**src/sv/poc_pkg.sv**
```systemverilog
`timescale 1ns / 1ps

package poc_pkg;

  // Defaults of the top-level parameters.
  localparam int PATTERN_MAX_DEF = 8;
  localparam int COUNT_WIDTH_DEF = 16;

  // Pattern register: eight bytes, first pattern byte in the low byte.
  localparam int PAT_BYTES  = 8;
  localparam int PAT_W      = 8 * PAT_BYTES;
  localparam int PLEN_W     = 4;
  localparam int CFG_IDX_W  = 2;
  localparam int CFG_DATA_W = PAT_W;

  typedef enum logic [CFG_IDX_W-1:0] {
    REG_PATTERN_BYTES  = 2'd0,
    REG_PATTERN_LENGTH = 2'd1,
    REG_OVERLAP_MODE   = 2'd2
  } poc_reg_e;

  // Per-byte status, built from the cell row and the input, handed to the tally stage.
  typedef struct packed {
    logic fire;
    logic window_hit;
    logic last;
  } poc_step_t;

endpackage

```
**src/sv/poc_if.sv**
```systemverilog
`timescale 1ns / 1ps

interface poc_in_if;
  logic       valid;
  logic       ready;
  logic [7:0] text_byte;
  logic       end_of_text;

  modport source (output valid, output text_byte, output end_of_text, input ready);
  modport sink (input valid, input text_byte, input end_of_text, output ready);
endinterface

interface poc_out_if #(
  parameter int COUNT_WIDTH = 16
);
  logic                   valid;
  logic                   ready;
  logic                   match_counted;
  logic [COUNT_WIDTH-1:0] match_total;
  logic                   text_done;

  modport source (output valid, output match_counted, output match_total,
                  output text_done, input ready);
  modport sink (input valid, input match_counted, input match_total,
                input text_done, output ready);
endinterface

```
**src/sv/pattern_occurrence_counter_top.sv**
```systemverilog
`timescale 1ns / 1ps

// Counts occurrences of a configured byte pattern (1 to PATTERN_MAX bytes)
// in a stream of text bytes.
// Input channel in_ch carries one text byte per transfer plus end_of_text,
// which marks the last byte of a text. Output channel out_ch returns exactly
// one result per input byte: whether a counted match ends there, the running
// saturating count for the current text, and a copy of end_of_text.
// The configuration port writes pattern_bytes (index 0), pattern_length
// (index 1) and overlap_mode (index 2); write only while the block is idle.
// A byte's result is registered and is on out_ch in the cycle after its
// transfer. Throughput is one byte per cycle while the receiver takes
// results, set by the window cells that compare in parallel and shift on
// each transfer. When the receiver stalls, the result register holds its
// value and in_ch stays ready only if that result is taken in the same cycle.
// Reset clears the window, the counters and the result valid, and loads
// pattern 0, length 1 and overlapping mode. No clearing pass is needed.
// After the last byte of a text the window and counters return to zero.
module pattern_occurrence_counter_top #(
  parameter int PATTERN_MAX = poc_pkg::PATTERN_MAX_DEF,
  parameter int COUNT_WIDTH = poc_pkg::COUNT_WIDTH_DEF
) (
  input  logic                           clk_i,
  input  logic                           rst_ni,
  input  logic                           cfg_we_i,
  input  logic [poc_pkg::CFG_IDX_W-1:0]  cfg_index_i,
  input  logic [poc_pkg::CFG_DATA_W-1:0] cfg_data_i,
  poc_in_if.sink                         in_ch,
  poc_out_if.source                      out_ch
);
  import poc_pkg::*;

  localparam int LEN_W = $clog2(PATTERN_MAX + 1);

  logic [PAT_W-1:0]  pattern_q;
  logic [PLEN_W-1:0] plen_q;
  logic              overlap_q;
  logic [LEN_W-1:0]  len_eff;
  logic              fire;
  logic              ready;
  logic [7:0]        chain [PATTERN_MAX+1];
  logic [PATTERN_MAX-1:0] cell_eq;
  poc_step_t         step;

  always_ff @(posedge clk_i or negedge rst_ni) begin
    if (!rst_ni) begin
      pattern_q <= '0;
      plen_q    <= PLEN_W'(1);
      overlap_q <= 1'b1;
    end else if (cfg_we_i) begin
      unique case (poc_reg_e'(cfg_index_i))
        REG_PATTERN_BYTES:  pattern_q <= cfg_data_i[PAT_W-1:0];
        REG_PATTERN_LENGTH: plen_q    <= cfg_data_i[PLEN_W-1:0];
        REG_OVERLAP_MODE:   overlap_q <= cfg_data_i[0];
        default: ;
      endcase
    end
  end

  // A length above the window acts as the full window.
  always_comb begin
    if (int'(plen_q) > PATTERN_MAX) begin
      len_eff = LEN_W'(PATTERN_MAX);
    end else begin
      len_eff = LEN_W'(plen_q);
    end
  end

  assign fire        = in_ch.valid && ready;
  assign in_ch.ready = ready;
  assign chain[0]    = in_ch.text_byte;

  for (genvar i = 0; i < PATTERN_MAX; i++) begin : g_cell
    poc_cell #(
      .PATTERN_MAX(PATTERN_MAX),
      .CELL_IDX   (i),
      .LEN_W      (LEN_W)
    ) u_cell (
      .clk_i    (clk_i),
      .rst_ni   (rst_ni),
      .shift_i  (fire),
      .clear_i  (in_ch.end_of_text),
      .byte_i   (chain[i]),
      .pattern_i(pattern_q),
      .len_i    (len_eff),
      .byte_o   (chain[i+1]),
      .eq_o     (cell_eq[i])
    );
  end

  assign step.fire       = fire;
  assign step.window_hit = &cell_eq;
  assign step.last       = in_ch.end_of_text;

  poc_tally #(
    .PATTERN_MAX(PATTERN_MAX),
    .COUNT_WIDTH(COUNT_WIDTH),
    .LEN_W      (LEN_W)
  ) u_tally (
    .clk_i    (clk_i),
    .rst_ni   (rst_ni),
    .step_i   (step),
    .len_i    (len_eff),
    .overlap_i(overlap_q),
    .ready_o  (ready),
    .out      (out_ch)
  );

  // Every transfer in produces a result, and the end marker follows it.
  a_result_follows: assert property (@(posedge clk_i) disable iff (!rst_ni)
    (in_ch.valid && in_ch.ready) |=>
      (out_ch.valid && (out_ch.text_done == $past(in_ch.end_of_text))))
    else $error("missing or wrong result after an input transfer");

  // A counted match always leaves a nonzero running count.
  a_count_nonzero: assert property (@(posedge clk_i) disable iff (!rst_ni)
    (out_ch.valid && out_ch.match_counted) |-> (out_ch.match_total != '0))
    else $error("counted match with zero total");

  // With the result register empty the input side must be open.
  a_ready_when_empty: assert property (@(posedge clk_i) disable iff (!rst_ni)
    !out_ch.valid |-> in_ch.ready)
    else $error("input stalled with empty result register");

endmodule

```
**src/sv/poc_cell.sv**
```systemverilog
`timescale 1ns / 1ps

module poc_cell #(
  parameter int PATTERN_MAX = poc_pkg::PATTERN_MAX_DEF,
  parameter int CELL_IDX    = 0,
  parameter int LEN_W       = $clog2(PATTERN_MAX + 1)
) (
  input  logic                    clk_i,
  input  logic                    rst_ni,
  input  logic                    shift_i,
  input  logic                    clear_i,
  input  logic [7:0]              byte_i,
  input  logic [poc_pkg::PAT_W-1:0] pattern_i,
  input  logic [LEN_W-1:0]        len_i,
  output logic [7:0]              byte_o,
  output logic                    eq_o
);
  import poc_pkg::*;

  logic [7:0] byte_q, byte_d;
  logic [7:0] pat_byte;
  logic       in_use;

  // Cell i sees the byte i places back, so it is compared with pattern
  // byte len-1-i. Cells beyond the pattern length always agree.
  always_comb begin
    pat_byte = 8'd0;
    for (int k = 0; k < PAT_BYTES; k++) begin
      if (int'(len_i) - 1 - CELL_IDX == k) begin
        pat_byte = pattern_i[8*k +: 8];
      end
    end
  end

  assign in_use = int'(len_i) > CELL_IDX;
  assign eq_o   = !in_use || (byte_i == pat_byte);
  assign byte_d = clear_i ? 8'd0 : byte_i;
  assign byte_o = byte_q;

  always_ff @(posedge clk_i or negedge rst_ni) begin
    if (!rst_ni) begin
      byte_q <= 8'd0;
    end else if (shift_i) begin
      byte_q <= byte_d;
    end
  end

endmodule

```
**src/sv/poc_tally.sv**
```systemverilog
`timescale 1ns / 1ps

module poc_tally #(
  parameter int PATTERN_MAX = poc_pkg::PATTERN_MAX_DEF,
  parameter int COUNT_WIDTH = poc_pkg::COUNT_WIDTH_DEF,
  parameter int LEN_W       = $clog2(PATTERN_MAX + 1)
) (
  input  logic               clk_i,
  input  logic               rst_ni,
  input  poc_pkg::poc_step_t step_i,
  input  logic [LEN_W-1:0]   len_i,
  input  logic               overlap_i,
  output logic               ready_o,
  poc_out_if.source          out
);
  import poc_pkg::*;

  localparam int HOLD_W = (PATTERN_MAX > 1) ? $clog2(PATTERN_MAX) : 1;
  localparam logic [COUNT_WIDTH-1:0] COUNT_MAX = {COUNT_WIDTH{1'b1}};

  logic [LEN_W-1:0]       seen_q, seen_d, seen_new;
  logic [HOLD_W-1:0]      hold_q, hold_d, hold_new;
  logic [COUNT_WIDTH-1:0] count_q, count_d, count_new;
  logic                   hit;
  logic                   valid_q, valid_d;
  logic                   counted_q;
  logic [COUNT_WIDTH-1:0] total_q;
  logic                   done_q;

  always_comb begin
    seen_new = (int'(seen_q) < PATTERN_MAX) ? seen_q + LEN_W'(1) : seen_q;
    hit      = step_i.window_hit && (len_i != '0) && (seen_new >= len_i);
    hold_new = hold_q;
    if (hold_q != '0) begin
      if (!overlap_i) begin
        hit = 1'b0;
      end
      hold_new = hold_q - HOLD_W'(1);
    end
    count_new = count_q;
    if (hit) begin
      if (count_q != COUNT_MAX) begin
        count_new = count_q + COUNT_WIDTH'(1);
      end
      // In non-overlapping mode, matches that end inside a counted one are skipped.
      if (!overlap_i) begin
        hold_new = HOLD_W'(len_i - LEN_W'(1));
      end
    end
  end

  // The last byte of a text clears the per-text state once its result is formed.
  always_comb begin
    seen_d  = seen_q;
    hold_d  = hold_q;
    count_d = count_q;
    if (step_i.fire) begin
      seen_d  = step_i.last ? '0 : seen_new;
      hold_d  = step_i.last ? '0 : hold_new;
      count_d = step_i.last ? '0 : count_new;
    end
  end

  // The result register frees up in the same cycle its transfer completes.
  assign ready_o = !valid_q || out.ready;
  assign valid_d = step_i.fire || (valid_q && !out.ready);

  always_ff @(posedge clk_i or negedge rst_ni) begin
    if (!rst_ni) begin
      seen_q  <= '0;
      hold_q  <= '0;
      count_q <= '0;
      valid_q <= 1'b0;
    end else begin
      seen_q  <= seen_d;
      hold_q  <= hold_d;
      count_q <= count_d;
      valid_q <= valid_d;
    end
  end

  always_ff @(posedge clk_i) begin
    if (step_i.fire) begin
      counted_q <= hit;
      total_q   <= count_new;
      done_q    <= step_i.last;
    end
  end

  assign out.valid         = valid_q;
  assign out.match_counted = counted_q;
  assign out.match_total   = total_q;
  assign out.text_done     = done_q;

endmodule

```
**src/flat_wrapper.sv**
```systemverilog
// flat-port wrapper written by rule: the top's interface ports become plain ports
module pattern_occurrence_counter_top_flat import poc_pkg::*;
#(
  parameter int PATTERN_MAX = poc_pkg::PATTERN_MAX_DEF,
  parameter int COUNT_WIDTH = poc_pkg::COUNT_WIDTH_DEF
)
  (clk_i, rst_ni, cfg_we_i, cfg_index_i, cfg_data_i, in_ch_valid, in_ch_text_byte, in_ch_end_of_text, in_ch_ready, out_ch_valid, out_ch_match_counted, out_ch_match_total, out_ch_text_done, out_ch_ready);
  poc_in_if in_ch_i ();
  poc_out_if #(.COUNT_WIDTH(COUNT_WIDTH)) out_ch_i ();
  input  logic clk_i;
  input  logic rst_ni;
  input  logic cfg_we_i;
  input  logic [poc_pkg::CFG_IDX_W-1:0] cfg_index_i;
  input  logic [poc_pkg::CFG_DATA_W-1:0] cfg_data_i;
  input wire logic [$bits(in_ch_i.valid)-1:0] in_ch_valid;
  input wire logic [$bits(in_ch_i.text_byte)-1:0] in_ch_text_byte;
  input wire logic [$bits(in_ch_i.end_of_text)-1:0] in_ch_end_of_text;
  output wire logic [$bits(in_ch_i.ready)-1:0] in_ch_ready;
  output wire logic [$bits(out_ch_i.valid)-1:0] out_ch_valid;
  output wire logic [$bits(out_ch_i.match_counted)-1:0] out_ch_match_counted;
  output wire logic [$bits(out_ch_i.match_total)-1:0] out_ch_match_total;
  output wire logic [$bits(out_ch_i.text_done)-1:0] out_ch_text_done;
  input wire logic [$bits(out_ch_i.ready)-1:0] out_ch_ready;
  assign in_ch_i.valid = in_ch_valid;
  assign in_ch_i.text_byte = in_ch_text_byte;
  assign in_ch_i.end_of_text = in_ch_end_of_text;
  assign in_ch_ready = in_ch_i.ready;
  assign out_ch_valid = out_ch_i.valid;
  assign out_ch_match_counted = out_ch_i.match_counted;
  assign out_ch_match_total = out_ch_i.match_total;
  assign out_ch_text_done = out_ch_i.text_done;
  assign out_ch_i.ready = out_ch_ready;
  pattern_occurrence_counter_top #(.PATTERN_MAX(PATTERN_MAX), .COUNT_WIDTH(COUNT_WIDTH)) u_core (.clk_i(clk_i), .rst_ni(rst_ni), .cfg_we_i(cfg_we_i), .cfg_index_i(cfg_index_i), .cfg_data_i(cfg_data_i), .in_ch(in_ch_i), .out_ch(out_ch_i));
endmodule
```
**config.mk**
```make
export PLATFORM = sky130hd
export DESIGN_NAME = pattern_occurrence_counter_top_flat
export DESIGN_NICKNAME = d
export VERILOG_FILES = /design/src/sv/poc_pkg.sv /design/src/sv/poc_if.sv /design/src/sv/pattern_occurrence_counter_top.sv /design/src/sv/poc_cell.sv /design/src/sv/poc_tally.sv /design/src/flat_wrapper.sv
export SDC_FILE = /design/constraint.sdc
export NUM_CORES = 1
export LEC_CHECK = 0
export BUFFER_PORTS_ARGS = -buffer_cell sky130_fd_sc_hd__buf_2
export CAP_MARGIN = 10
export CORE_MARGIN = 3
export CORE_UTILIZATION = 30
export DETAILED_ROUTE_END_ITERATION = 7
export PLACE_DENSITY = 0.52
export SKIP_CTS_REPAIR_TIMING = 1
export SYNTH_ARGS = -nofsm -noshare
export SYNTH_HDL_FRONTEND = slang
export SYNTH_SLANG_ARGS = --single-unit
```
**constraint.sdc**
```tcl
create_clock -name clk_i -period 10.2 [get_ports clk_i]
set_input_delay 1.02 -clock clk_i [delete_from_list [all_inputs] [get_ports clk_i]]
set_output_delay 1.02 -clock clk_i [all_outputs]
set_load 0.1 [all_outputs]
```
==> results of run 1 <==
-- registers in the layout (all words and copies together) (netlist names) --
register / cells
u_core.u_tally.out.valid: 1
u_core.u_tally.seen_q: 4
u_core.u_tally.out.match_total: 16
u_core.pattern_q: 64
u_core.u_tally.out.match_counted: 1
u_core.u_tally.hold_q: 3
u_core.u_tally.count_q: 16
u_core.plen_q: 4
u_core.overlap_q: 1
u_core.g_cell.u_cell.byte_o: 56
u_core.u_tally.out.text_done: 1
-- stage by stage --
step / setup WS, ns / area, sq um / hold WS [ns]
6_report: 2.12 / 16300 / 0.507
3_5_place_dp: 2.29 / 15700 / 0.492
5_1_grt: 1.57 / 16300 / 0.549
3_3_place_gp: 2.55 / 15700 / 0.495
4_1_cts: 2.26 / 16300 / 0.509
2_1_floorplan: 4.20 / 14800 / 0.459
-- path summary, 6_finish.rpt --
path	to	slack [ns]	cells past startpoint
worst min-delay path	u_core.g_cell[6].u_cell.byte_o[4]	0.51	2
min in group asynchronous	u_core.g_cell[1].u_cell.byte_o[3]	0.59	1
worst max register to register	u_core.u_tally.out.match_total[6]	2.12	20
worst max-delay path	u_core.u_tally.out.match_total[6]	2.12	20
max in group asynchronous	u_core.g_cell[2].u_cell.byte_o[1]	8.24	2
worst min register to register	u_core.g_cell[6].u_cell.byte_o[4]	0.51	2
-- cells in the final DEF, fill, tap and decap left out, types with 30 or more instances in the layout --
cell and instances:
ha_1 45, o21ai_0 107, nand2_1 249, a221oi_1 30, buf_2 98, dfrtp_1 147, nor3_1 35, nor2_1 103
mux2_2 57, nand3b_1 68, a21oi_1 108, inv_1 54, buf_4 33, nor2b_1 40, nand3_1 46
-- metal layers --
layer,wire [microns],GRT usage [%],vias to the layer above
met5,12,0,-
met4,4540,14.9,2
met3,6900,6.60,192
met2,30300,40.2,896
met1,29800,35.8,7505
li1,-,-,6823
-- kinds of logic (layout without fill, tap and decap cells) --
family / count (synthesis) / after routing / synth area share [%]
flip-flops: 167 / 167 / 28.9
XOR/XNOR: 59 / 59 / 3.55
multiplexers: 77 / 77 / 5.79
adder cells (fa/ha/maj): 49 / 49 / 4.15
buffers and inverters: 210 / 225 / 6.00
AND/OR/NAND/NOR: 720 / 720 / 25.9
AO/OA/AOI/OAI: 544 / 544 / 25.7
-- critical path, stage by stage, from the launching register on --
cell and delay (ns):
dfrtp_1 0.90, inv_2 0.29, nand2_1 0.28, ha_1 0.29
inv_1 0.09, ha_1 0.87, clkinv_1 0.58, ha_1 0.55
nand2b_1 0.31, a21o_1 0.21, ha_1 0.30, nor4b_1 0.31
nand4_1 0.13, or4_1 0.61, o31ai_1 0.26, o41ai_1 0.12
a221oi_1 0.26, a41o_1 0.45, nand4_4 0.48, nor3_1 0.36
xor2_1 0.10
-- power by group through the flow --
stage	logic, uW	registers [uW]	clock network, uW
6_report	2100	980	666
5_1_grt	2220	974	714
4_1_cts	2020	963	695
3_5_place_dp	2010	976	0
3_3_place_gp	2020	977	0
2_1_floorplan	1330	845	0
-- layout make-up --
class	instances	share of cell area, %
Tap cell	656	5.03
Sequential cell	167	26.2
Timing Repair Buffer	133	4.72
Multi-Input combinational cell	1449	59.1
Clock buffer	18	2.63
Inverter	60	1.38
Clock inverter	14	0.943
==> run summary, run 1 <==
register area: 4270 sq um
DRC viols: 0
final hold viol count: 0
Post-Syn Area: 14800 sq um
Clock Skews: 0.0157 ns
H-tree levels: 4
Comb pwr share: 56.1%
Fillers: 5057
sequential share of the synthesized area: 28.9%
post-synthesis net count: 1955
status: finished clean
Final TNS setup: 0 ns
clock tree sinks: 167
Pins Over Slew Limit: 0
routed wire length: 71.6 mm
grt total ovfl: 0
vias in the first global route: 14600
critical path startpoint category: flip-flop
area grow syn2layout: 10.5%
f_max: 124 MHz
Pwr Total: 3740 uW
most frequent cell after synthesis: nand2_1
vias: 15400
Synth top area share: 24.9%
gpl congestion: 1.00
sequential share of power: 26.2%
Yosys top cell by area: dfrtp_1
drt initial violations: 2098
CTS tree: built
Via density: 6.17
FP Rows: 80
Tmin final: 8.08 ns
Hold Path Origin: u_core.g_cell[6].u_cell.byte_o[4]
Sw Pwr: 1990 uW
clock latency at the later pin of the worst-skew pair: 0.50 ns
Max-Cap Viols: 0
Worst Hold Class: flip-flop to flip-flop
largest net degree at the start of global routing: 91
Layout Cells excl Fill: 2497
Die Wd: 228 microns
Cell variety after synth: 110
PwrDens: 229 nW/um^2
dpl cells: 2465
Mapped Avg Cell Area: 8.08 sq um
worst r2r src: u_core.plen_q[3]
Crit path required time: 10.44 ns
async set-reset flop share out of synthesis: 89.2%
Mapped Cells: 1826
CTS buffer count: 17
VDD IR-drop max: 188 uV
Global Route Usage Sum: 27.0%
dpl hpwl: 52.9 mm
Net Sw Frac: 53.1%
ANT nets after route: 0
critical path class: flip-flop to flip-flop
Clock transition at path regs: 0.08 ns
multi-input combinational cell area: 9650 sq um
Synth area leaders: dfrtp_1, nand2_1, mux2_2, ha_1, a21oi_1
Die Span Y: 228 microns
layout cells sized above 1: 15.4%
ys flop type: dfrtp_1
Rel. slew slack: 16.0%
core region area: 48100 sq um
CP Capture Type: flip-flop
antenna fix cells: 0
RSZ-0062 raised after global routing: no
Worst Max-Slew Pin Slew: 1.25 ns
Tcrit/Tclk final: 79.2%
IO Pins: 100
Clock Tree Root: clkbuf_16
port buffer count: 99
CP arrival: 8.32 ns
Nets: 1957
most common library cells after synthesis: nand2_1, dfrtp_1, a21oi_1
worst-path maximum fanout: 28
initial antenna violation count: 1
Starting Density: 30.7%
Pleak: 0.00641 uW
clock power share: 17.8%
synthesis warning total: 0
DR WL/cell: 28.7 microns
first-pass GRT wire length: 103 mm
#FFs+latches synth: 167
die area: 51900 sq um
Final Setup Violations: 0
drt pass-1 iters: 7
CTS Buffer Depth: 2
internal power: 1750 uW
Final Util: 33.9%
Post-synth EDFFs: 18
crit path from: u_core.plen_q[3]
No activity file was read; power rests on OpenSTA's default activity.
==> run 2: changes to the inputs <==
==> constraint.sdc (replaced) <==
create_clock -name clk_i -period 7.5 [get_ports clk_i]
set_input_delay 0.75 -clock clk_i [delete_from_list [all_inputs] [get_ports clk_i]]
set_output_delay 0.75 -clock clk_i [all_outputs]
set_load 0.1 [all_outputs]
==> run 2 against run 1 <==
Hold slack worse by 0.18 ns. Highest routed layer unchanged. Register-to-register slack worse by 1.6 ns. Clock power up 36%. Worst setup slack worse by 1.6 ns. Critical path type unchanged.
==> run summary, run 2 (synthesized netlist as in run 1, its figures left out) <==
status: finished clean
final hold viol count: 0 (unchanged)
vias in the first global route: 14600 (+0.31%)
ANT nets after route: 0 (unchanged)
Pleak: 0.00650 uW (+1.3%)
Final Util: 34.2% (+0.27 points)
Clock transition at path regs: 0.07 ns (about the same)
dpl cells: 2483 (+0.73%)
worst slack, placed: 0.729 ns (-1.56 ns)
clock power share: 17.9% (about the same)
Crit path required time: 7.92 ns (-2.52 ns)
critical path class: flip-flop to flip-flop
DR WL/cell: 27.8 microns (-3.1%)
vias: 15600 (+1.3%)
RSZ-0062 raised after global routing: no
Sw Pwr: 2630 uW (+32%)
internal power: 2430 uW (+39%)
CP Capture Type: flip-flop
slack of the critical path: 0.541 ns (-1.58 ns)
clock tree sinks: 167 (unchanged)
commonest non-fill, non-tap cells in the layout: nand2_1, dfrtp_1, a21oi_1
R2R Setup Slk: 0.54 ns (-1.58 ns)
Starting Density: 30.7% (unchanged)
Final TNS setup: 0 ns (unchanged)
drt initial violations: 1997 (-4.8%)
Layout Cells excl Fill: 2516 (+0.76%)
CP endpoint: u_core.u_tally.count_q[10]
die area: 51900 sq um (unchanged)
Pins Over Slew Limit: 0 (unchanged)
PwrDens: 308 nW/um^2 (+34%)
most common cell after layout, fill and taps aside: nand2_1
grt total ovfl: 0 (unchanged)
Nets: 1975 (+0.92%)
Clock Tree Root: clkbuf_16
Die Wd: 228 microns (unchanged)
critical path startpoint category: flip-flop
FP Rows: 80 (unchanged)
DRC viols: 0 (unchanged)
first-pass GRT wire length: 102 mm (-0.97%)
Fillers: 5076 (+0.38%)
port buffer count: 99 (unchanged)
Via density: 6.21 (+0.50%)
Net Sw Frac: 52.0% (-1.2 points)
max FFs per register: 64 (unchanged)
layout cells sized above 1: 16.2% (+0.82 points)
worst-path maximum fanout: 20 (-29%)
Comb pwr share: 56.6% (+0.5 points)
clock latency at the later pin of the worst-skew pair: 0.49 ns (about the same)
largest net degree at the start of global routing: 91 (unchanged)
CP arrival: 7.38 ns (-0.94 ns)
Final Setup Violations: 0 (unchanged)
area grow syn2layout: 11.4%
Rel. slew slack: 16.7% (+0.74 points)
CTS buffer count: 17 (unchanged)
drt pass-1 iters: 6 (-1)
initial antenna violation count: 3 (+2)
Global Route Usage Sum: 26.4% (-0.54 points)
f_max: 144 MHz (+16%)
crit path from: u_core.plen_q[1]
CTS Buffer Depth: 2 (unchanged)
CTS tree: built
core region area: 48100 sq um (unchanged)
Biggest register: u_core.pattern_q
routed wire length: 69.9 mm (-2.3%)
Clock Skews: 0.0116 ns (-0.00403 ns)
worst r2r src: u_core.plen_q[1]
Tcrit/Tclk final: 92.8% (+14 points)
Worst Hold Class: input pin to async pin
VDD IR-drop max: 136 uV (-28%)
gpl congestion: 1.07 (+6.2%)
Worst R2R Path Depth: 20 (unchanged)
IO Pins: 100 (unchanged)
Max-Cap Viols: 0 (unchanged)
RR Endpoint: u_core.u_tally.count_q[10]
dpl hpwl: 52.5 mm (-0.69%)
sequential share of power: 25.6% (-0.6 points)
Tmin final: 6.96 ns (-1.12 ns)
Die Span Y: 228 microns (unchanged)
H-tree levels: 4 (unchanged)
Worst Max-Slew Pin Slew: 1.24 ns (-0.0141 ns)
Pwr Total: 5070 uW (+35%)
## run 2: worst min path at each step
| stage | startpoint | endpoint | slack (ns) |
|---|---|---|---|
| 2_1_floorplan | rst_ni | u_core.g_cell[0].u_cell.byte_o[0] | 0.45 |
| 3_3_place_gp | u_core.g_cell[6].u_cell.byte_o[5] | u_core.g_cell[6].u_cell.byte_o[5] | 0.50 |
| 3_5_place_dp | u_core.g_cell[6].u_cell.byte_o[4] | u_core.g_cell[6].u_cell.byte_o[4] | 0.51 |
| 4_1_cts | rst_ni | u_core.g_cell[0].u_cell.byte_o[3] | 0.35 |
| 5_1_grt | rst_ni | u_core.g_cell[4].u_cell.byte_o[6] | 0.38 |
| 6_report | rst_ni | u_core.g_cell[4].u_cell.byte_o[6] | 0.33 |
## run 2: per-layer routing
layer | routed length [microns] | global-route usage (%) | up-vias
li1 | - | - | 6850
met3 | 6240 | 5.55 | 185
met5 | 12 | 0 | -
met1 | 29300 | 35.1 | 7693
met2 | 29800 | 39.8 | 883
met4 | 4520 | 15.1 | 2
## run 2: layout make-up
cell class | instances | area (sq um) | share of cell area [%]
clock inverters | 10 | 109 | 0.662
multi-input cells | 1449 | 9650 | 58.7
repair buffers | 151 | 892 | 5.42
inverters | 60 | 225 | 1.37
diodes | 1 | 2.50 | 0.0152
well taps | 656 | 821 | 4.99
clock buffers | 22 | 474 | 2.88
flip-flops and latches | 167 | 4270 | 26.0
## run 2: through the flow
| stage | hold slack, ns | cell area (sq um) |
|---|---|---|
| final | 0.326 | 16400 |
| after global routing | 0.382 | 16400 |
| after CTS | 0.347 | 16400 |
| after detailed placement | 0.506 | 15900 |
| after global placement | 0.497 | 15900 |
| after floorplan | 0.454 | 14800 |
## run 2: power groups by stage
stage	Sequential (uW)	Clock (uW)	Combinational (uW)
4_1_cts	1280	949	2770
6_report	1300	905	2870
3_5_place_dp	1300	0	2760
5_1_grt	1290	971	3050
2_1_floorplan	1150	0	1800
3_3_place_gp	1300	0	2760
## run 2: critical path, cell delays in order (launching register included)
cell      delay, ns
dfrtp_1        0.64
nand2_1        0.28
ha_1           0.33
o21bai_2       0.24
nand2_1        0.34
nand2_1        0.14
inv_1          0.13
ha_1           0.23
nand2_1        0.09
ha_1           0.31
or4_1          0.56
nor4_1         1.01
o21ai_0        0.27
a32oi_1        0.26
nor3b_1        0.22
nand2_1        0.12
o41ai_4        0.69
nand4_4        0.29
buf_4          0.31
or3_1          0.36
nand3_1        0.08
